==> src/hw/rtl/tcw_pkg.sv <==
// Shared types, constants and helpers of the text console writer.
// No dependencies; every other RTL file but tcw_ram imports this package.
`default_nettype none

package tcw_pkg;

  localparam int COLS   = 80;
  localparam int ROWS   = 25;
  localparam int CELLS  = COLS * ROWS;
  localparam int COL_W  = $clog2(COLS);
  localparam int ROW_W  = $clog2(ROWS);
  localparam int ADDR_W = $clog2(CELLS);
  localparam int CNT_W  = $clog2(CELLS + 1);
  localparam int CELL_W = 16;

  localparam int QUEUE_DEPTH = 2;
  localparam int QPTR_W      = $clog2(QUEUE_DEPTH);
  localparam int QCNT_W      = $clog2(QUEUE_DEPTH + 1);

  localparam logic [7:0] NEWLINE      = 8'd10;
  localparam logic [7:0] SPACE        = 8'd32;
  localparam logic [7:0] ATTR_RESET   = 8'd15;

  // command codes of the input beat
  localparam logic [2:0] CMD_PUT_CURSOR = 3'd0;
  localparam logic [2:0] CMD_PUT_POS    = 3'd1;
  localparam logic [2:0] CMD_ERASE      = 3'd2;
  localparam logic [2:0] CMD_CLEAR      = 3'd3;
  localparam logic [2:0] CMD_READ       = 3'd4;

  typedef struct packed {
    logic [2:0] cmd;
    logic [7:0] char_code;
    logic [7:0] attr;
    logic [6:0] col;
    logic [4:0] row;
  } item_t;

  typedef struct packed {
    logic [10:0] cursor_cell;
    logic [7:0]  read_char;
    logic [7:0]  read_attr;
    logic        scrolled;
  } result_t;

  typedef enum logic [2:0] {
    OP_NOP,
    OP_PUT,
    OP_ERASE,
    OP_CLEAR,
    OP_READ
  } op_kind_t;

  // classified command as it travels through the queue
  typedef struct packed {
    op_kind_t         kind;
    logic             use_cursor;
    logic             newline;
    logic [ROW_W-1:0] row;
    logic [COL_W-1:0] col;
    logic [7:0]       chr;
    logic [7:0]       atr;
  } op_t;

  typedef struct packed {
    logic full;
    logic empty;
  } q_status_t;

  typedef enum logic [2:0] {
    BK_INIT,
    BK_IDLE,
    BK_READ,
    BK_SCROLL,
    BK_CLEAR
  } back_state_t;

  function automatic logic [ADDR_W-1:0] cell_addr(input logic [ROW_W-1:0] r,
                                                   input logic [COL_W-1:0] c);
    return ADDR_W'(r) * ADDR_W'(COLS) + ADDR_W'(c);
  endfunction

endpackage

`default_nettype wire

==> src/hw/rtl/tcw_front.sv <==
// Front end: accepts command beats, holds the default attribute register,
// saturates positions and classifies each command. Depends on tcw_pkg.
`default_nettype none

module tcw_front
  import tcw_pkg::*;
(
  input  wire logic      clk,
  input  wire logic      rst,
  input  wire logic      start,
  input  wire item_t     item,
  input  wire logic      cfg_we,
  input  wire logic [7:0] cfg_data,
  input  wire q_status_t q_status,
  input  wire logic      back_init,
  output logic           busy,
  output logic           push,
  output op_t            op
);

  logic [7:0]       default_attr;
  logic [COL_W-1:0] col_sat;
  logic [ROW_W-1:0] row_sat;

  always_ff @(posedge clk) begin
    if (rst) begin
      default_attr <= ATTR_RESET;
    end else if (cfg_we) begin
      default_attr <= cfg_data;
    end
  end

  assign busy = q_status.full | back_init;
  assign push = start & ~busy;

  always_comb begin
    col_sat = (item.col >= COLS) ? COL_W'(COLS - 1) : COL_W'(item.col);
    row_sat = (item.row >= ROWS) ? ROW_W'(ROWS - 1) : ROW_W'(item.row);

    op.use_cursor = 1'b0;
    op.newline    = (item.char_code == NEWLINE);
    op.row        = row_sat;
    op.col        = col_sat;
    op.chr        = item.char_code;
    op.atr        = (item.attr == 8'd0) ? default_attr : item.attr;
    op.kind       = OP_NOP;
    unique case (item.cmd)
      CMD_PUT_CURSOR: begin
        op.kind       = OP_PUT;
        op.use_cursor = 1'b1;
      end
      CMD_PUT_POS: op.kind = OP_PUT;
      CMD_ERASE: begin
        op.kind = OP_ERASE;
        op.atr  = default_attr;
      end
      CMD_CLEAR: begin
        op.kind = OP_CLEAR;
        op.atr  = default_attr;
      end
      CMD_READ: op.kind = OP_READ;
      default:  op.kind = OP_NOP;
    endcase
  end

endmodule

`default_nettype wire

==> config.mk <==
export PLATFORM = sky130hd
export DESIGN_NAME = tcw_front
export DESIGN_NICKNAME = d
export VERILOG_FILES = /design/src/hw/rtl/tcw_pkg.sv /design/src/hw/rtl/tcw_front.sv
export SDC_FILE = /design/constraint.sdc
export NUM_CORES = 1
export LEC_CHECK = 0
export BUFFER_PORTS_ARGS = -buffer_cell sky130_fd_sc_hd__buf_4
export CAP_MARGIN = 20
export CORE_UTILIZATION = 29
export DETAILED_ROUTE_END_ITERATION = 7
export GPL_TIMING_DRIVEN = 0
export PLACE_DENSITY = 0.83
export SLEW_MARGIN = 5
export SYNTH_ARGS = -nofsm -noshare
export SYNTH_HDL_FRONTEND = slang
export SYNTH_SLANG_ARGS = --single-unit
==> constraint.sdc <==
create_clock -name clk -period 0.82 [get_ports clk]
set_input_delay 0 -clock clk [delete_from_list [all_inputs] [get_ports clk]]
set_output_delay 0 -clock clk [all_outputs]
set_load 0.01 [all_outputs]
---- After elaboration in Yosys (flattened, before gate mapping) ----
Index checks and enable logic that the tools add are counted.
Widths: inputs -> output; s select.
word-level totals
  word-level logic and storage cells ...... 21
  register bits ........................... 8
operators by class
  order comparisons ....................... 2
  bitwise operators ....................... 3
  mux-type cells .......................... 6
  eq/ne operators ......................... 5
  reductions and logical operators ........ 4
operators with widths
  kind                count
  $mux 8              2
  $pmux 3 s4          1
  $eq 8x4->1 const B  1
  $logic_not 8->1     1
  $ge 7x7->1 const B  1
  $mux 7              1
  $eq 3x2->1 const B  2
  $ge 5x5->1 const B  1
  $mux 5              1
  $reduce_or 2->1     2
  $eq 3x1->1 const B  1
  $eq 3x3->1 const B  1
  $logic_not 3->1     1
  $and 1x1->1         1
  $mux 1              1
  $not 1->1           1
  $or 1x1->1          1

---- Logic depth before layout (Yosys ltp) ----
  depth in word-level cells ............... 3
  depth in mapped cells ................... 5

---- Worst setup path before layout ----
No wires, ideal clock.
  path kind ............................... input -> output
  from .................................... input item[16] (netlist bit)
  to ...................................... output op[0] (netlist bit)
  cell stages on the path ................. 3
  setup slack ............................. -0.162 ns
  arrival time ............................ 0.982 ns
  cells stage by stage .................... or4_4 > o41ai_1 > a22o_1
RTL lines
  element      line             text
  from (decl)  tcw_front.sv:11  input wire item_t item,
  to (decl)    tcw_front.sv:18  output op_t op

==> results.txt <==
----------------------------------------------------
[Outcome]
  Outcome ... finished with violations
  Violated checks ... setup timing

[Yosys]
  Fraction of registers with async set or reset after synthesis ... 0%
  Fraction of the yosys area taken by sequential cells ... about a quarter
  Avg Inst Size Synth ... about 8 um^2
  Top-area cell type share of the netlist area ... ~24%
  Post-Synthesis Cell Area ... approximately 660 um^2
  Most common library cells after synthesis ... sky130_fd_sc_hd__a22o_1 (8), sky130_fd_sc_hd__buf_4 (8), sky130_fd_sc_hd__dfxtp_1 (8), sky130_fd_sc_hd__o41ai_1 (8)
  Count of warnings emitted by yosys ... 0
  Most used flip-flop cell after synthesis ... sky130_fd_sc_hd__dfxtp_1
  Syn Nets ... roughly 130
  Post-synthesis instance total ... 80
  Distinct cells, synth ... 22
  Number of enable-type register cells in the synthesized netlist ... 0
  Count of state elements after synthesis ... 8
  Synth area leader ... sky130_fd_sc_hd__dfxtp_1
  Largest cells by area after synthesis ... sky130_fd_sc_hd__dfxtp_1 (24%), sky130_fd_sc_hd__a22o_1 (11%), sky130_fd_sc_hd__o41ai_1 (11%)

[STA]
  Period utilization ... 148.8%
  Max-slew violation total from the final report ... 0
  Max Clock Freq ... just over 800 MHz
  Unrepaired setup endpoints after global routing ... yes
  Endpoints failing hold ... 0
  Hold slack ... a little under 0.08 ns
  Number of setup violations in the final report ... 8
  Least-Margin Pin Slew ... between 0.4 and 0.5 ns
  Worst Setup Slack, final ... -0.3998 ns
  Final worst clock skew ... 0 ns
  Relative slew slack ... 67.72%
  Final period demand of the worst path ... ~1.2 ns

[Detailed routing]
  Avg Vias per Cell ... approximately 4.9
  Final WL ... between 2 and 2.5 mm
  Via count ... around 960
  Count of antenna-violating nets left after detailed routing ... 0
  Pre-antenna DRT Iters ... 4
  Detailed router's first-iteration violation count ... 12
  Wire length per cell ... roughly 12 um
  Post-route DRC ... 0

[Layout]
  Biggest regs ... default_attr x8
  Number of nets at the end of the flow ... about 220
  Number of flip-flops under the largest register name ... 8
  P&R area growth vs syn ... 125.1%
  Antenna diode count ... 0
  Post-route standard cell area excluding fillers ... approximately 1500 um^2
  FILL cells ... between 150 and 200
  Most flops, register ... default_attr
  Share of cells above drive strength 1 ... between 60% and 70%

[Floorplan]
  Vertical extent of the die ... 49.64 um
  Floorplan Core Area ... between 2000 and 2500 um^2
  Die extent in x ... ~50 um
  Number of top-level pins ... 81
  Die area ... ~2500 um^2
  Starting Density ... about 32%
  Row count ... 16

[Placement]
  GPL Wtd Cong ... ~0.71
  Cell area reported after detailed placement ... 1339 um^2
  Hpwl dp ... between 1.5 and 2 mm
  Buffers added on ports ... between 70 and 80

[Worst hold path]
  Worst hold path class ... in -> reg

[Worst setup path]
  Worst reg2reg endpoint ... default_attr[3]
  Critical path endpoint category ... primary output
  Launching element type of the critical path ... input port
  Crit path to ... op[0]
  Register-to-Register Path Depth ... 2
  Launching instance or port of the critical path ... item[16]
  Reg2reg setup slack ... ~0.050 ns
  Worst r2r src ... default_attr[3]
  Highest-delay cell along the critical path ... sky130_fd_sc_hd__or4_4
  Data required time of the critical path ... 0.82 ns
  Biggest fanout along the worst timing path ... 5
  Critical path's largest stage delay ... 0.58 ns
  Most common cell type on the critical path ... sky130_fd_sc_hd__buf_4
  Stages on worst setup path ... 5
  Count of buffer and inverter cells on the critical path ... 2
  CP arrival ... between 1 and 1.5 ns
  Type of the worst setup path ... in -> out
  Family of cells with the greatest summed delay on the critical path ... simple AND/OR/NAND/NOR gates
  Critical Path, Cell by Cell ... buf_4 -> or4_4 -> o41ai_2 -> a22o_1 -> buf_4

[Global route]
  Global-route wire length before repair ... approximately 4 mm
  Via count of the first global-routing pass ... 948
  Global router's overall resource usage ... between 20% and 30%
  Remaining global-route overflow ... 0
  Initial antenna violation count ... 0
  Largest net degree at the start of global routing ... 11

[Pwr]
  Share of total power in combinational logic ... between 40% and 50%
  Power spent charging and discharging nets ... 0.4094 mW
  Clock network fraction of design power ... 21.3%
  Pwr per Cell Area ... 952.1 nW/um^2
  Sw Share ... a little under 30%
  Flop pwr share ... ~30%
  Static Leakage ... ~0.77 nW
  Internal power ... between 1 and 1.5 mW
  IR drop worst, VDD ... just over 1 mV

[Clock network]
  Number of clock sinks seen by CTS ... 8
  Clock slew seen by the registers of the worst setup and hold paths ... around 0.06 ns
  Max H-tree Level ... 1
  Buffer depth of the longest clock path ... 2
  Clock tree from TritonCTS ... built
  Buffer count from post-CTS setup fixing ... 0
  Cts bufs inserted ... 3
  Skew-Pair Late Insertion Delay ... about 0.25 ns
  Clock root cell ... sky130_fd_sc_hd__clkbuf_4

[Job]
  # Max-Cap Violations ... 0

----------------------------------------------------
==> placed cells by master (no fill, tap or decap), drive strengths merged <==
master,n
nor3b,1
dfxtp,8
a22o,8
nor3,1
o41ai,8
mux2i,4
nand4bb,1
a21oi,1
clkbuf,8
nand2b,5
dlygate4sd3,7
o21ai,1
nor2,6
or2,1
nor2b,6
inv,3
or4,3
and2,3
nand2,1
buf,88
dlymetal6s4s,1
a211o,4
==> kinds of logic after synthesis <==
family / Yosys count / synth area share, %
flip-flops: 8 / 24.33
AND/OR/NAND/NOR: 28 / 26.43
buffers and inverters: 18 / 15.02
multiplexers: 4 / 6.084
AO/OA/AOI/OAI: 22 / 28.14
==> cell type report <==
class	instances	area, um^2	area share (%)
Timing Repair Buffer	86	683.2	46.11
Clock buffer	3	22.52	1.520
Sequential cell	8	160.2	10.81
Buffer	15	93.84	6.334
Multi-Input combinational cell	54	476.7	32.18
Inverter	3	11.26	0.7601
Tap cell	27	33.78	2.280
==> worst min-delay path by stage <==
stage	start	end	slack (ns)	cells past startpoint
after CTS	rst	default_attr[6]	0.06	2
after detailed placement	cfg_data[2]	default_attr[2]	0.21	2
after floorplan	item[30]	op[30]	0.04	1
final	rst	default_attr[7]	0.08	2
after global placement	cfg_data[3]	default_attr[3]	0.21	2
after global routing	rst	default_attr[4]	0.1	2
==> per-layer routing <==
layer  track usage [%]  share of wire, %
met1             17.69                34
met2             41.89                56
met3             6.173                10
met4             5.714                 0
met5                 0                 0
==> power by group through the flow <==
stage          registers [mW]  logic, mW  clock network, mW
5_1_grt                 0.431      0.732              0.327
2_1_floorplan           0.431      0.258                  0
3_5_place_dp            0.436      0.629                  0
3_3_place_gp            0.436      0.616                  0
4_1_cts                 0.428      0.665              0.305
6_report                0.429      0.681              0.301
==> through the flow <==
stage               std cells  TNS [ns]  utilization [%]  worst slack (ns)  power (mW)
CTS                       196    -3.154            71.08           -0.4037       1.399
detailed placement        185    -3.794            65.56           -0.4037       1.065
finish                    196    -3.084            72.55           -0.3998       1.411
global route              196    -3.519            72.55           -0.4584       1.491
global placement          185    -3.514            65.56           -0.3910       1.052
floorplan                  80    -1.135                -           -0.1419      0.6889
==> what timing repair did <==
action	4_1_cts	5_1_grt
resized for setup	3	10
setup endpoints to repair	10	15
hold buffers	8	0
endpoints found under the hold margin	8	0
pin swaps	6	3
Power figures use the tool's default switching activity.
