### src/hw/rtl/tcw_pkg.sv
// Shared types, constants and helpers of the text console writer.
// No dependencies; every other RTL file but tcw_ram imports this package.
`default_nettype none

package tcw_pkg;

  localparam int COLS   = 80;
  localparam int ROWS   = 25;
  localparam int CELLS  = COLS * ROWS;
  localparam int COL_W  = $clog2(COLS);
  localparam int ROW_W  = $clog2(ROWS);
  localparam int ADDR_W = $clog2(CELLS);
  localparam int CNT_W  = $clog2(CELLS + 1);
  localparam int CELL_W = 16;

  localparam int QUEUE_DEPTH = 2;
  localparam int QPTR_W      = $clog2(QUEUE_DEPTH);
  localparam int QCNT_W      = $clog2(QUEUE_DEPTH + 1);

  localparam logic [7:0] NEWLINE      = 8'd10;
  localparam logic [7:0] SPACE        = 8'd32;
  localparam logic [7:0] ATTR_RESET   = 8'd15;

  // command codes of the input beat
  localparam logic [2:0] CMD_PUT_CURSOR = 3'd0;
  localparam logic [2:0] CMD_PUT_POS    = 3'd1;
  localparam logic [2:0] CMD_ERASE      = 3'd2;
  localparam logic [2:0] CMD_CLEAR      = 3'd3;
  localparam logic [2:0] CMD_READ       = 3'd4;

  typedef struct packed {
    logic [2:0] cmd;
    logic [7:0] char_code;
    logic [7:0] attr;
    logic [6:0] col;
    logic [4:0] row;
  } item_t;

  typedef struct packed {
    logic [10:0] cursor_cell;
    logic [7:0]  read_char;
    logic [7:0]  read_attr;
    logic        scrolled;
  } result_t;

  typedef enum logic [2:0] {
    OP_NOP,
    OP_PUT,
    OP_ERASE,
    OP_CLEAR,
    OP_READ
  } op_kind_t;

  // classified command as it travels through the queue
  typedef struct packed {
    op_kind_t         kind;
    logic             use_cursor;
    logic             newline;
    logic [ROW_W-1:0] row;
    logic [COL_W-1:0] col;
    logic [7:0]       chr;
    logic [7:0]       atr;
  } op_t;

  typedef struct packed {
    logic full;
    logic empty;
  } q_status_t;

  typedef enum logic [2:0] {
    BK_INIT,
    BK_IDLE,
    BK_READ,
    BK_SCROLL,
    BK_CLEAR
  } back_state_t;

  function automatic logic [ADDR_W-1:0] cell_addr(input logic [ROW_W-1:0] r,
                                                   input logic [COL_W-1:0] c);
    return ADDR_W'(r) * ADDR_W'(COLS) + ADDR_W'(c);
  endfunction

endpackage

`default_nettype wire

### src/hw/rtl/tcw_queue.sv
// Short command queue between front and back end.
// Depends on tcw_pkg for op_t and the queue depth.
`default_nettype none

module tcw_queue
  import tcw_pkg::*;
(
  input  wire logic clk,
  input  wire logic rst,
  input  wire logic push,
  input  wire op_t  push_op,
  input  wire logic pop,
  output op_t       head,
  output q_status_t status
);

  op_t               slots [QUEUE_DEPTH];
  logic [QPTR_W-1:0] wptr;
  logic [QPTR_W-1:0] rptr;
  logic [QCNT_W-1:0] count;

  always_ff @(posedge clk) begin
    if (rst) begin
      wptr  <= '0;
      rptr  <= '0;
      count <= '0;
    end else begin
      if (push) begin
        wptr <= (wptr == QPTR_W'(QUEUE_DEPTH - 1)) ? '0 : wptr + QPTR_W'(1);
      end
      if (pop) begin
        rptr <= (rptr == QPTR_W'(QUEUE_DEPTH - 1)) ? '0 : rptr + QPTR_W'(1);
      end
      if (push && !pop) begin
        count <= count + QCNT_W'(1);
      end else if (pop && !push) begin
        count <= count - QCNT_W'(1);
      end
    end
  end

  always_ff @(posedge clk) begin
    if (push) begin
      slots[wptr] <= push_op;
    end
  end

  assign head         = slots[rptr];
  assign status.full  = (count == QCNT_W'(QUEUE_DEPTH));
  assign status.empty = (count == '0);

endmodule

`default_nettype wire

### config.mk
export PLATFORM = sky130hd
export DESIGN_NAME = tcw_queue
export DESIGN_NICKNAME = d
export VERILOG_FILES = /design/src/hw/rtl/tcw_pkg.sv /design/src/hw/rtl/tcw_queue.sv
export SDC_FILE = /design/constraint.sdc
export NUM_CORES = 1
export LEC_CHECK = 0
export ABC_AREA = 0
export ABC_CLOCK_PERIOD_IN_PS = 2500
export BUFFER_PORTS_ARGS = -buffer_cell sky130_fd_sc_hd__clkbuf_2
export CAP_MARGIN = 10
export CELL_PAD_IN_SITES_DETAIL_PLACEMENT = 0
export CELL_PAD_IN_SITES_GLOBAL_PLACEMENT = 2
export CORE_MARGIN = 2
export CORE_UTILIZATION = 33
export CTS_CLUSTER_DIAMETER = 30
export DETAILED_ROUTE_END_ITERATION = 8
export HOLD_SLACK_MARGIN = 0.03
export PLACE_DENSITY_LB_ADDON = 0.1
export SETUP_SLACK_MARGIN = 0.1
export SYNTH_ARGS = -nofsm -noshare
export SYNTH_HDL_FRONTEND = slang
export SYNTH_SLANG_ARGS = --single-unit
### constraint.sdc
create_clock -name clk -period 2.5 [get_ports clk]
set_clock_uncertainty 0.1 [all_clocks]
set_input_delay 0.375 -clock clk [delete_from_list [all_inputs] [get_ports clk]]
set_output_delay 0.375 -clock clk [all_outputs]
set_load 0.05 [all_outputs]
# Yosys cells after proc, flatten, opt, wreduce, memory -nomap -nowiden
# Memories as Yosys holds them, arrays and structs flattened. A register that Yosys moved wholly into a read port is not among the register bits.
# Cells that the tools add are included.
dict set report word_totals {
  latch_bits 0
  reg_bits 4
  ram_bits 66
  inputBits 37
  mem_bits_ro 0
  out_inout_bits 35
  word_cells 23
  mem_count 1
}
dict set report classes {
  multipliers 0
  n_eq_ne 1
  magnitude_cmp 0
  n_addsub 4
  shifts 0
  div 0
  n_reduce_logical 6
  bitwise 0
  mux 8
}
# name depth width rd rd_ports_with_merged_regs wr line_no
set memory_table {}
lappend memory_table {slots 2 33 1 1 1 tcw_queue.sv:17} ;# op_t slots [QUEUE_DEPTH];
# operator count
set op_table {}
lappend op_table {{2-to-1 mux 1 bit} 6}
lappend op_table {{2-to-1 mux 2 bit} 2}
lappend op_table {{adder 1 bit, second input constant} 2}
lappend op_table {{adder 2 x 1 -> 2 bit, second input constant} 1}
lappend op_table {{== test 2 bit, second input constant} 1}
lappend op_table {{logical AND 1 bit} 2}
lappend op_table {{zero test 1 bit} 2}
lappend op_table {{zero test 2 bit} 1}
lappend op_table {{nonzero test 2 bit} 1}
lappend op_table {{subtractor 2 x 1 -> 2 bit, second input constant} 1}

# Depth between registers and ports, before layout
# Gate-level depths: netlist (run 1).
dict set report depth {
  depth_word 4
  mapped_depth 5
  mapped_depth_nobuf 5
}

# Worst setup path after synthesis (run 1)
# No wires, ideal clock.
dict set report synth_path {
  kind {input-to-reg}
  start {input push}
  end {memory slots[0][0] in the netlist's numbering (enable)}
  n_path_buf 0
  setup_slack_ns 0.108
  required_ns 1.973
  setup_time_ns 0.427
  stages 1
  t_arrival_ns 1.865
  path_cell_list {nor2b_1}
}
dict set report synth_between {
  elab_chain_len 2
}
# element line_no
set synth_lines {}
lappend synth_lines {{from (decl)} tcw_queue.sv:10} ;# input wire logic push,
lappend synth_lines {{2-to-1 mux 1 bit} tcw_queue.sv:43} ;# if (push) begin
lappend synth_lines {{2-to-1 mux 1 bit (not written as such)} tcw_queue.sv:44} ;# slots[wptr] <= push_op;
lappend synth_lines {{to (decl)} tcw_queue.sv:17}
# Every way passes these cells.

==> metrics.txt, run 1 <==
# TYPE chip_impl_metric gauge
chip_impl_info{name="outcome",value="complete, no violations"} 1
chip_impl_metric{name="numClockSinks",unit=""} 71
chip_impl_metric{name="die_h",unit="µm"} 92.44
chip_impl_metric{name="arrival",unit="ps"} 1670
chip_impl_metric{name="synth-compound-area-share",unit=""} 0.003878
chip_impl_metric{name="leakagePower",unit="µW"} 0.001258
chip_impl_metric{name="finish.net_count",unit=""} 244
chip_impl_metric{name="boundaryPins",unit=""} 72
chip_impl_metric{name="avgViaCountPerCell",unit=""} 4.297
chip_impl_metric{name="grt_antenna_before_repair",unit=""} 0
chip_impl_metric{name="die_w",unit="µm"} 92.44
chip_impl_metric{name="intPower",unit="µW"} 2001
chip_impl_metric{name="grt_start_max_net_pins",unit=""} 34
chip_impl_metric{name="cell_area_after_technology_mapping",unit="µm²"} 2581
chip_impl_metric{name="cts-root-to-sink-buffers",unit=""} 2
chip_impl_metric{name="clock_power_share",unit=""} 0.308
chip_impl_metric{name="numCtsBuffers",unit=""} 9
chip_impl_metric{name="muxShareOfSynthArea",unit=""} 0.1440
chip_impl_info{name="timing.setup.critical_path_class",value="flop to output pin"} 1
chip_impl_metric{name="clock_insertion_delay_worst_skew",unit="ps"} 330
chip_impl_metric{name="drtPass1Iterations",unit=""} 4
chip_impl_metric{name="post_synth_xor_area_fraction",unit=""} 0.01357
chip_impl_metric{name="slew-limit-headroom",unit=""} 0.6975
chip_impl_metric{name="yosysUniqueCellTypes",unit=""} 15
chip_impl_info{name="crit_path_top_delay_cell",value="dfxtp_2"} 1
chip_impl_metric{name="grt_pass1_wl",unit="µm"} 7141
chip_impl_metric{name="sequential_share_of_power",unit=""} 0.512
chip_impl_metric{name="cts-htree-levels",unit=""} 3
chip_impl_metric{name="p_comb_frac",unit=""} 0.180
chip_impl_metric{name="drive_above_1_share",unit=""} 0.5877
chip_impl_metric{name="core-area",unit="µm²"} 7647
chip_impl_metric{name="cp_data_required_time",unit="ps"} 2030
chip_impl_metric{name="post_cts.repair.setup_buffers",unit=""} 0
chip_impl_info{name="tritoncts",value="done"} 1
chip_impl_info{name="crit_chain",value="buf_12 > mux2_2 > clkbuf_2"} 1
chip_impl_metric{name="drt-wirelength-per-cell",unit="µm"} 15.04
chip_impl_metric{name="setup_violations",unit=""} 0
chip_impl_metric{name="via_count_of_the_routed_design",unit=""} 1345
chip_impl_metric{name="avgSynthCellArea",unit="µm²"} 20.65
chip_impl_metric{name="cts_repair_resize_count",unit=""} 0
chip_impl_metric{name="max_slew.worst_pin.slew",unit="ps"} 453.7
chip_impl_metric{name="clock.fmax",unit="GHz"} 0.4652
chip_impl_info{name="final_common_cell",value="clkbuf_2"} 1
chip_impl_metric{name="synthesis.nets",unit=""} 163
chip_impl_metric{name="max_cap_viol_count",unit=""} 0
chip_impl_metric{name="antennaDiodeCount",unit=""} 0
chip_impl_info{name="synth_top_area_cell",value="edfxtp_1"} 1
chip_impl_metric{name="synth.top_cell.area_share",unit=""} 0.7678
chip_impl_metric{name="grt_overflow_total",unit=""} 0
chip_impl_metric{name="vdd_drop_max",unit="mV"} 0.2376
chip_impl_metric{name="adder_and_majority_gate_portion_of_the_synthesized_area",unit=""} 0.004847
chip_impl_metric{name="finalMaxSlewViolations",unit=""} 0
chip_impl_metric{name="floorplan.rows",unit=""} 32
chip_impl_metric{name="hold_violations",unit=""} 0
chip_impl_metric{name="clk_transition_reported_paths",unit="ps"} 70
chip_impl_info{name="synth.top_cells.by_area",value="edfxtp_1, mux2_2, dfxtp_1, buf_2, nor2_1"} 1
chip_impl_metric{name="warnings_synthesis",unit=""} 0
chip_impl_info{name="timing.hold.worst.class",value="primary input to flop"} 1
chip_impl_info{name="setup.worst_path.end_class",value="output pin"} 1
chip_impl_metric{name="dp_hpwl",unit="µm"} 3254
chip_impl_metric{name="cts-hold-fix-buffers",unit=""} 0
chip_impl_info{name="layout_common_cells",value="clkbuf_2, edfxtp_1, mux2_2"} 1
chip_impl_metric{name="yosys_register_bits",unit=""} 71
chip_impl_metric{name="synth_seq_area_share",unit=""} 0.8066
chip_impl_metric{name="max_stage_delay",unit="ps"} 510
chip_impl_metric{name="finalPower",unit="µW"} 2757
chip_impl_info{name="clockRootBuffer",value="clkbuf_8"} 1
chip_impl_metric{name="syn_inst",unit=""} 125
chip_impl_metric{name="worst_hold_slack",unit="ps"} 130.5
chip_impl_metric{name="globalplace.congestion",unit=""} 0.6967
chip_impl_metric{name="die_area",unit="µm²"} 8545
chip_impl_metric{name="synth-simple-area-share",unit=""} 0.01794
chip_impl_metric{name="drt-total-wl",unit="µm"} 4706
chip_impl_metric{name="area_growth",unit="%"} 27.53
chip_impl_metric{name="drc",unit=""} 0
chip_impl_metric{name="initialDrtViolationCount",unit=""} 66
chip_impl_info{name="worst_setup_path_start_kind",value="flop"} 1
chip_impl_info{name="dominant_combinational_cell_family_by_area_after_synthesis",value="multiplexers"} 1
chip_impl_metric{name="critical_path.max_fanout",unit=""} 22
chip_impl_metric{name="period_share",unit=""} 0.8599
chip_impl_metric{name="floorplan.initialDensity",unit=""} 0.3375
chip_impl_metric{name="fin_crit",unit="ps"} 2150
chip_impl_metric{name="port_buffers",unit=""} 71
chip_impl_info{name="rsz0062_at_grt",value="false"} 1
chip_impl_metric{name="antenna_violating_nets_post_route",unit=""} 0
chip_impl_metric{name="finalSetupTns",unit="ps"} 0
chip_impl_metric{name="netSwitchingPower",unit="µW"} 755.8
chip_impl_metric{name="grt_pass1_vias",unit=""} 1448
chip_impl_metric{name="fraction_of_power_spent_switching_nets",unit=""} 0.2742
chip_impl_metric{name="power.density",unit="nW/µm²"} 837.4
chip_impl_metric{name="groute.usage.overall",unit=""} 0.1146
[path summary, 6_finish.rpt]
kind                                   from            to  slack, ps  depth (start not counted)
worst max-delay path                   flop      head[23]        350                          3
worst min-delay path            push_op[29]  slots[1][29]        130                          1
worst max register to register         wptr  slots[1][16]       1070                          2
worst min register to register         rptr          rptr        420                          2
[flip-flops by register name, summed over array words and instances (netlist names), named ones only]
name	cells
count	2
wptr	1
rptr	1
slots	66
[layer usage]
metal / vias to the layer above / part of all wire / global-route usage
met2: 41 / 0.51 / 0.1898
met4: 0 / 0.013 / 0.04478
met3: 6 / 0.060 / 0.04150
met1: 654 / 0.41 / 0.1365
li1: 644 / - / -
met5: - / 0 / 0
[stage by stage]
step | instances | setup WS (ps) | instance area, µm² | utilization
floorplan | 125 | 107.6 | 2581 | -
global placement | 297 | 688.2 | 3102 | 0.4056
detailed placement | 297 | 666.4 | 3102 | 0.4056
CTS | 313 | 294.7 | 3292 | 0.4305
global route | 313 | 249.4 | 3292 | 0.4305
finish | 313 | 350.2 | 3292 | 0.4305
[cell usage after synthesis]
cell type   n
and2b_2     1
ha_1        1
xnor2_1     2
edfxtp_1   66
xor2_1      2
dfxtp_1     5
nor2b_1     1
mux2_2     33
inv_1       1
a21oi_1     1
buf_2       4
o21ai_0     1
or3_1       1
nor2_1      5
and2_1      1
[critical path, delay by kind of cell (launching register included)]
kind,cells,cell delay (ps)
multiplexers,1,360
flip-flops,1,510
buffers and inverters,2,470
[final cells by class]
class	instances	area, µm²
Fill cell	722	4355
Inverter	1	3.754
Sequential cell	71	2083
Timing Repair Buffer	74	402.9
Multi-Input combinational cell	49	484.2
Tap cell	102	127.6
Clock buffer	16	190.2
[kinds of logic (layout without fill, tap and decap cells)]
family | count (synthesis) | in the layout
flops | 71 | 71
mux | 33 | 33
simple gates | 9 | 9
buf+inv | 5 | 91
xor+xnor | 4 | 4
compound gates | 2 | 2
fa+ha+maj | 1 | 1
[power groups by stage]
stage	Sequential, µW	Combinational, µW	Clock, µW
after floorplan	1420	372	0
after CTS	1410	506	881
after global placement	1430	498	0
after global routing	1420	524	934
after detailed placement	1440	504	0
final	1410	496	850
Note: power is estimated with default switching activity, not from simulation.
==> run 2: changes to the inputs <==
- BUFFER_PORTS_ARGS: -buffer_cell sky130_fd_sc_hd__clkbuf_2 -> -buffer_cell sky130_fd_sc_hd__buf_4
==> run 2 against run 1 <==
Net effect: wire length up 1.1%; critical path depth unchanged; core utilization up 2.0 points; combinational power up 10%; final cell count unchanged; design area up 4.7%; flip-flop and latch count unchanged; critical endpoint unchanged.
==> metrics.txt, run 2 (same netlist as run 1, synthesis figures left out) <==
# TYPE chip_impl_metric gauge
chip_impl_metric{name="globalplace.congestion",unit=""} 0.6546
chip_impl_metric{name="setup_violations",unit=""} 0
chip_impl_metric{name="fraction_of_power_spent_switching_nets",unit=""} 0.2737
chip_impl_metric{name="cp_data_required_time",unit="ps"} 2030
chip_impl_metric{name="clk_transition_reported_paths",unit="ps"} 70
chip_impl_metric{name="area_growth",unit="%"} 33.49
chip_impl_metric{name="finalMaxSlewViolations",unit=""} 0
chip_impl_metric{name="slew-limit-headroom",unit=""} 0.6384
chip_impl_metric{name="layout.filler_cells",unit=""} 657
chip_impl_metric{name="antenna_violating_nets_post_route",unit=""} 0
chip_impl_metric{name="grt_antenna_before_repair",unit=""} 0
chip_impl_metric{name="cts-hold-fix-buffers",unit=""} 0
chip_impl_metric{name="p_comb_frac",unit=""} 0.196
chip_impl_info{name="final_common_cell",value="buf_4"} 1
chip_impl_metric{name="drtPass1Iterations",unit=""} 5
chip_impl_metric{name="cts_repair_resize_count",unit=""} 0
chip_impl_metric{name="fin_crit",unit="ps"} 2116
chip_impl_info{name="worst_setup_path_start_kind",value="flop"} 1
chip_impl_metric{name="floorplan.initialDensity",unit=""} 0.3375
chip_impl_metric{name="core-area",unit="µm²"} 7647
chip_impl_info{name="grt-busiest-layer",value="met2"} 1
chip_impl_metric{name="cts-htree-levels",unit=""} 3
chip_impl_metric{name="drc",unit=""} 0
chip_impl_metric{name="grt_util_met3",unit=""} 0.04068
chip_impl_metric{name="vdd_drop_max",unit="mV"} 0.3086
chip_impl_info{name="setup.worst_path.end_class",value="output pin"} 1
chip_impl_info{name="tritoncts",value="done"} 1
chip_impl_info{name="registers.top_by_ff_count",value="slots"} 1
chip_impl_metric{name="grt_overflow_total",unit=""} 0
chip_impl_metric{name="max_cap_viol_count",unit=""} 0
chip_impl_metric{name="period_share",unit=""} 0.8465
chip_impl_info{name="largest_registers",value="slots: 66 flops, count: 2 flops"} 1
chip_impl_metric{name="drt-wirelength-per-cell",unit="µm"} 15.20
chip_impl_metric{name="clock_power_share",unit=""} 0.299
chip_impl_metric{name="post_cts.repair.setup_buffers",unit=""} 0
chip_impl_metric{name="numClockSinks",unit=""} 71
chip_impl_metric{name="finalSetupTns",unit="ps"} 0
chip_impl_metric{name="intPower",unit="µW"} 2029
chip_impl_metric{name="drive_above_1_share",unit=""} 0.5829
chip_impl_info{name="clockRootBuffer",value="clkbuf_8"} 1
chip_impl_metric{name="grt_pass1_vias",unit=""} 1487
chip_impl_metric{name="max_slew.worst_pin.slew",unit="ps"} 541.3
chip_impl_metric{name="clock.fmax",unit="GHz"} 0.4725
chip_impl_metric{name="fin_util",unit=""} 0.4506
chip_impl_metric{name="hold_violations",unit=""} 0
chip_impl_info{name="layout_common_cells",value="buf_4, edfxtp_1, mux2_2"} 1
chip_impl_metric{name="sequential_share_of_power",unit=""} 0.505
chip_impl_info{name="rsz0062_at_grt",value="false"} 1
chip_impl_metric{name="power.density",unit="nW/µm²"} 810.7
chip_impl_metric{name="die_w",unit="µm"} 92.44
chip_impl_metric{name="leakagePower",unit="µW"} 0.001296
chip_impl_metric{name="initialDrtViolationCount",unit=""} 47
chip_impl_metric{name="numCtsBuffers",unit=""} 9
chip_impl_metric{name="floorplan.rows",unit=""} 32
chip_impl_metric{name="port_buffers",unit=""} 71
chip_impl_metric{name="finish.net_count",unit=""} 244
chip_impl_metric{name="groute.usage.overall",unit=""} 0.1187
chip_impl_metric{name="antennaDiodeCount",unit=""} 0
chip_impl_metric{name="largest_reg_flops",unit=""} 66
chip_impl_metric{name="avgViaCountPerCell",unit=""} 4.367
chip_impl_metric{name="via_count_of_the_routed_design",unit=""} 1367
chip_impl_metric{name="boundaryPins",unit=""} 72
chip_impl_metric{name="die_area",unit="µm²"} 8545
chip_impl_metric{name="cts-root-to-sink-buffers",unit=""} 2
chip_impl_metric{name="critical_path.max_fanout",unit=""} 22
chip_impl_info{name="timing.hold.worst.class",value="primary input to flop"} 1
chip_impl_info{name="outcome",value="complete, no violations"} 1
chip_impl_metric{name="dp_hpwl",unit="µm"} 3297
chip_impl_metric{name="die_h",unit="µm"} 92.44
chip_impl_metric{name="grt_pass1_wl",unit="µm"} 7334
chip_impl_metric{name="grtUsageMet2",unit=""} 0.2050
chip_impl_metric{name="drt-total-wl",unit="µm"} 4758
chip_impl_metric{name="clock_insertion_delay_worst_skew",unit="ps"} 330
chip_impl_metric{name="arrival",unit="ps"} 1640
chip_impl_metric{name="grt.met1_usage",unit=""} 0.1263
chip_impl_metric{name="grt_start_max_net_pins",unit=""} 23
chip_impl_info{name="timing.setup.critical_path_class",value="flop to output pin"} 1
chip_impl_metric{name="netSwitchingPower",unit="µW"} 764.6
run 2: worst paths after layout:
check | start | end | slack (ps) | cells past startpoint
setup / recovery | flop | head[23] | 380 | 3
hold / removal | push_op[14] | slots[1][14] | 120 | 1
setup reg to reg | wptr | slots[1][12] | 870 | 2
hold reg to reg | rptr | rptr | 410 | 2
run 2: area by class of cell:
class,count,area (µm²),area share
multi-input cells,49,484.2,0.1405
well taps,102,127.6,0.03704
repair buffers,74,568.0,0.1649
clock inverters,6,51.30,0.01489
flip-flops and latches,71,2083,0.6046
inverters,1,3.754,0.001089
clock buffers,10,127.6,0.03704
run 2: power by group through the flow:
stage	clock network (µW)	registers, µW	logic (µW)
2_1_floorplan	0	1420	372
4_1_cts	864	1410	557
3_5_place_dp	0	1440	555
6_report	834	1410	548
5_1_grt	918	1420	576
3_3_place_gp	0	1430	549
run 2: stage by stage:
| stage | power, µW | setup slack, ps | cells | cell area (µm²) | hold slack [ps] |
|---|---|---|---|---|---|
| finish | 2793 | 383.7 | 313 | 3446 | 118.7 |
| global route | 2913 | 291.4 | 313 | 3446 | 93.51 |
| CTS | 2834 | 322.5 | 313 | 3446 | 102.4 |
| detailed placement | 1994 | 719.0 | 297 | 3267 | 408.1 |
| global placement | 1983 | 726.2 | 297 | 3267 | 379.8 |
| floorplan | 1797 | 107.6 | 125 | 2581 | 344.1 |
run 2: critical path, cell delays in order, from the launching register on:
cell and delay, ps:
dfxtp_2 520, buf_12 220, mux2_2 360, buf_4 190
run 2: per-layer routing:
metal	up-vias	part of all wire
met5	-	0
met4	0	0.020
met3	10	0.056
met2	43	0.54
met1	672	0.38
li1	642	-
==> run 3: changes to the inputs <==
- ABC_CLOCK_PERIOD_IN_PS: 2500 -> 1900
- clock period: 2.5 -> 1.9 ns (I/O delays scaled with it)
==> run 3 against run 2 <==
Net effect: die area is the same; non-clock buffer count grew 34; global-route usage shrank 0.22 points; core utilization grew 5.6 points; sequential share of layout area shrank 6.7 points; setup slack lost 300 ps; via count grew 9.5%; critical path depth is the same; wire length grew 1.6%; power grew 45%; sequential power grew 31%; largest power group unchanged.
==> metrics.txt, run 3 (same netlist as run 1, synthesis figures left out) <==
# TYPE chip_impl_metric gauge
chip_impl_info{name="path_delay_family",value="flip-flops"} 1
chip_impl_info{name="layout_common_cells",value="buf_4, edfxtp_1, mux2_2, dlygate4sd3_1, clkbuf_8"} 1
chip_impl_info{name="registers.top_by_ff_count",value="slots"} 1
chip_impl_metric{name="worst_slack",unit="ps"} 81.13
chip_impl_metric{name="critical_path_depth",unit=""} 3
chip_impl_metric{name="grt_start_max_net_pins",unit=""} 26
chip_impl_metric{name="finalMaxSlewViolations",unit=""} 0
chip_impl_info{name="largest_registers",value="slots: 66 flops, count: 2 flops"} 1
chip_impl_metric{name="antennaDiodeCount",unit=""} 0
chip_impl_info{name="timing.hold.worst_endpoint",value="slots[1][0]"} 1
chip_impl_metric{name="worst-path-buf-inv",unit=""} 2
chip_impl_metric{name="arrival",unit="ps"} 1430
chip_impl_metric{name="cts-htree-levels",unit=""} 3
chip_impl_metric{name="die_w",unit="µm"} 92.44
chip_impl_info{name="timing.rr.end",value="slots[1][22]"} 1
chip_impl_info{name="timing.hold.worst.class",value="primary input to flop"} 1
chip_impl_metric{name="clock.fmax",unit="GHz"} 0.5498
chip_impl_info{name="grt-busiest-layer",value="met2"} 1
chip_impl_metric{name="reg2reg_setup_slack",unit="ps"} 520
chip_impl_metric{name="critical_path.max_fanout",unit=""} 16
chip_impl_info{name="crit_chain",value="buf_12 > mux2_2 > buf_4"} 1
chip_impl_info{name="outcome",value="complete, no violations"} 1
chip_impl_info{name="reg2reg_from",value="wptr"} 1
chip_impl_metric{name="layout.filler_cells",unit=""} 646
chip_impl_metric{name="hold_violations",unit=""} 0
chip_impl_info{name="clockRootBuffer",value="clkbuf_8"} 1
chip_impl_metric{name="placed_cell_area",unit="µm²"} 3286
chip_impl_metric{name="grt_overflow_total",unit=""} 0
chip_impl_metric{name="cp_data_required_time",unit="ps"} 1510
chip_impl_info{name="crit_path_top_delay_cell",value="dfxtp_2"} 1
chip_impl_metric{name="boundaryPins",unit=""} 72
chip_impl_metric{name="drtPass1Iterations",unit=""} 4
chip_impl_metric{name="fin_crit",unit="ps"} 1819
chip_impl_metric{name="setup_violations",unit=""} 0
chip_impl_metric{name="die_h",unit="µm"} 92.44
chip_impl_metric{name="finish.net_count",unit=""} 278
chip_impl_metric{name="groute.usage.overall",unit=""} 0.1165
chip_impl_metric{name="fin_util",unit=""} 0.5070
chip_impl_info{name="rsz0062_at_grt",value="true"} 1
chip_impl_metric{name="grt.met1_usage",unit=""} 0.1328
chip_impl_metric{name="grt_util_met3",unit=""} 0.03255
chip_impl_metric{name="sequential_cell_area",unit="µm²"} 2083
chip_impl_metric{name="rr_worst_depth",unit=""} 2
chip_impl_metric{name="largest_reg_flops",unit=""} 66
chip_impl_metric{name="finalSetupTns",unit="ps"} 0
chip_impl_info{name="tritoncts",value="done"} 1
chip_impl_metric{name="max_stage_delay",unit="ps"} 380
chip_impl_metric{name="floorplan.rows",unit=""} 32
chip_impl_metric{name="drt-total-wl",unit="µm"} 4836
chip_impl_metric{name="worst_hold_slack",unit="ps"} 46.08
chip_impl_metric{name="core-area",unit="µm²"} 7647
chip_impl_metric{name="port_buffers",unit=""} 71
chip_impl_metric{name="grt_pass1_wl",unit="µm"} 7410
chip_impl_metric{name="max_cap_viol_count",unit=""} 0
chip_impl_metric{name="period_share",unit=""} 0.9573
chip_impl_metric{name="max_slew.worst_pin.slew",unit="ps"} 355.1
chip_impl_metric{name="grtUsageMet2",unit=""} 0.1977
chip_impl_metric{name="drt-wirelength-per-cell",unit="µm"} 13.94
chip_impl_metric{name="initialDrtViolationCount",unit=""} 44
chip_impl_metric{name="floorplan.initialDensity",unit=""} 0.3375
chip_impl_metric{name="vdd_drop_max",unit="mV"} 0.4563
chip_impl_info{name="final_common_cell",value="buf_4"} 1
chip_impl_metric{name="die_area",unit="µm²"} 8545
chip_impl_metric{name="slew-limit-headroom",unit=""} 0.7628
chip_impl_metric{name="antenna_violating_nets_post_route",unit=""} 0
chip_impl_metric{name="hold_depth",unit=""} 1
chip_impl_metric{name="leakagePower",unit="µW"} 0.001474
chip_impl_metric{name="dp_hpwl",unit="µm"} 3137
chip_impl_metric{name="dpl_worst_slack",unit="ps"} 364.6
chip_impl_metric{name="design_area",unit="µm²"} 3877
chip_impl_metric{name="grt_pass1_vias",unit=""} 1615
chip_impl_info{name="worst_setup_path_start_kind",value="flop"} 1
chip_impl_info{name="timing.hold.worst.start",value="push_op[0]"} 1
chip_impl_metric{name="clock_insertion_delay_worst_skew",unit="ps"} 330
chip_impl_metric{name="clk_transition_reported_paths",unit="ps"} 70
chip_impl_metric{name="numClockSinks",unit=""} 71
chip_impl_metric{name="area_growth",unit="%"} 50.22
chip_impl_info{name="timing.setup.critical_path_class",value="flop to output pin"} 1
chip_impl_metric{name="cts-root-to-sink-buffers",unit=""} 2
chip_impl_metric{name="globalplace.congestion",unit=""} 0.6690
chip_impl_metric{name="grt_antenna_before_repair",unit=""} 0
chip_impl_metric{name="drc",unit=""} 0
chip_impl_info{name="setup.worst_path.end_class",value="output pin"} 1
chip_impl_metric{name="via_count_of_the_routed_design",unit=""} 1497
chip_impl_metric{name="avgViaCountPerCell",unit=""} 4.314
chip_impl_metric{name="numCtsBuffers",unit=""} 9
chip_impl_metric{name="multi_input_comb_area",unit="µm²"} 484.2
chip_impl_metric{name="power.density",unit="nW/µm²"} 1042
chip_impl_metric{name="drive_above_1_share",unit=""} 0.5184
## run 3: area by class of cell
| cell class | count | share of cell area |
|---|---|---|
| clock buffers | 9 | 0.03195 |
| clock inverters | 7 | 0.02872 |
| inverters | 1 | 0.0009681 |
| multi-input cells | 49 | 0.1249 |
| flip-flops and latches | 71 | 0.5373 |
| well taps | 102 | 0.03291 |
| repair buffers | 108 | 0.2433 |
## run 3: metrics by stage
stage	power [µW]	std cells
after floorplan	2364	125
after global placement	2609	298
after detailed placement	2625	298
after CTS	4094	347
after global routing	4193	347
final	4041	347
## run 3: routing by layer
metal  vias to the layer above  part of all wire
met2                        48              0.51
li1                        707                 -
met4                         0             0.020
met5                         -                 0
met3                         9             0.047
met1                       733              0.42
## run 3: worst register-to-register path, cell delays in order (launching register included)
cell and delay [ps]:
dfxtp_1 400, and2_2 340, buf_12 240
## run 3: worst max path at each step
stage          from           to  slack [ps]
6_report       flop     head[19]          80
5_1_grt        flop     head[19]          30
4_1_cts        flop     head[19]          50
3_5_place_dp   flop     head[19]         360
3_3_place_gp   flop      head[9]         380
2_1_floorplan  wptr  slots[0][0]         190
## run 3: report_power, final
group          leakage [µW]  internal, µW  switching [µW]  total, µW
Clock              0.000117           862             526       1390
Combinational      0.000696           322             481        803
Sequential         0.000661          1820            30.8       1850
Total               0.00147          3000            1040       4040
## run 3: repair_timing
item                                    4_1_cts  5_1_grt
gates cloned                                  0        0
endpoints found under the setup margin       33       33
gates resized for setup                       7        0
pin swaps                                     0        0
buffers inserted                              0        0
hold endpoints to repair                     66        0
hold buffers                                 33        0
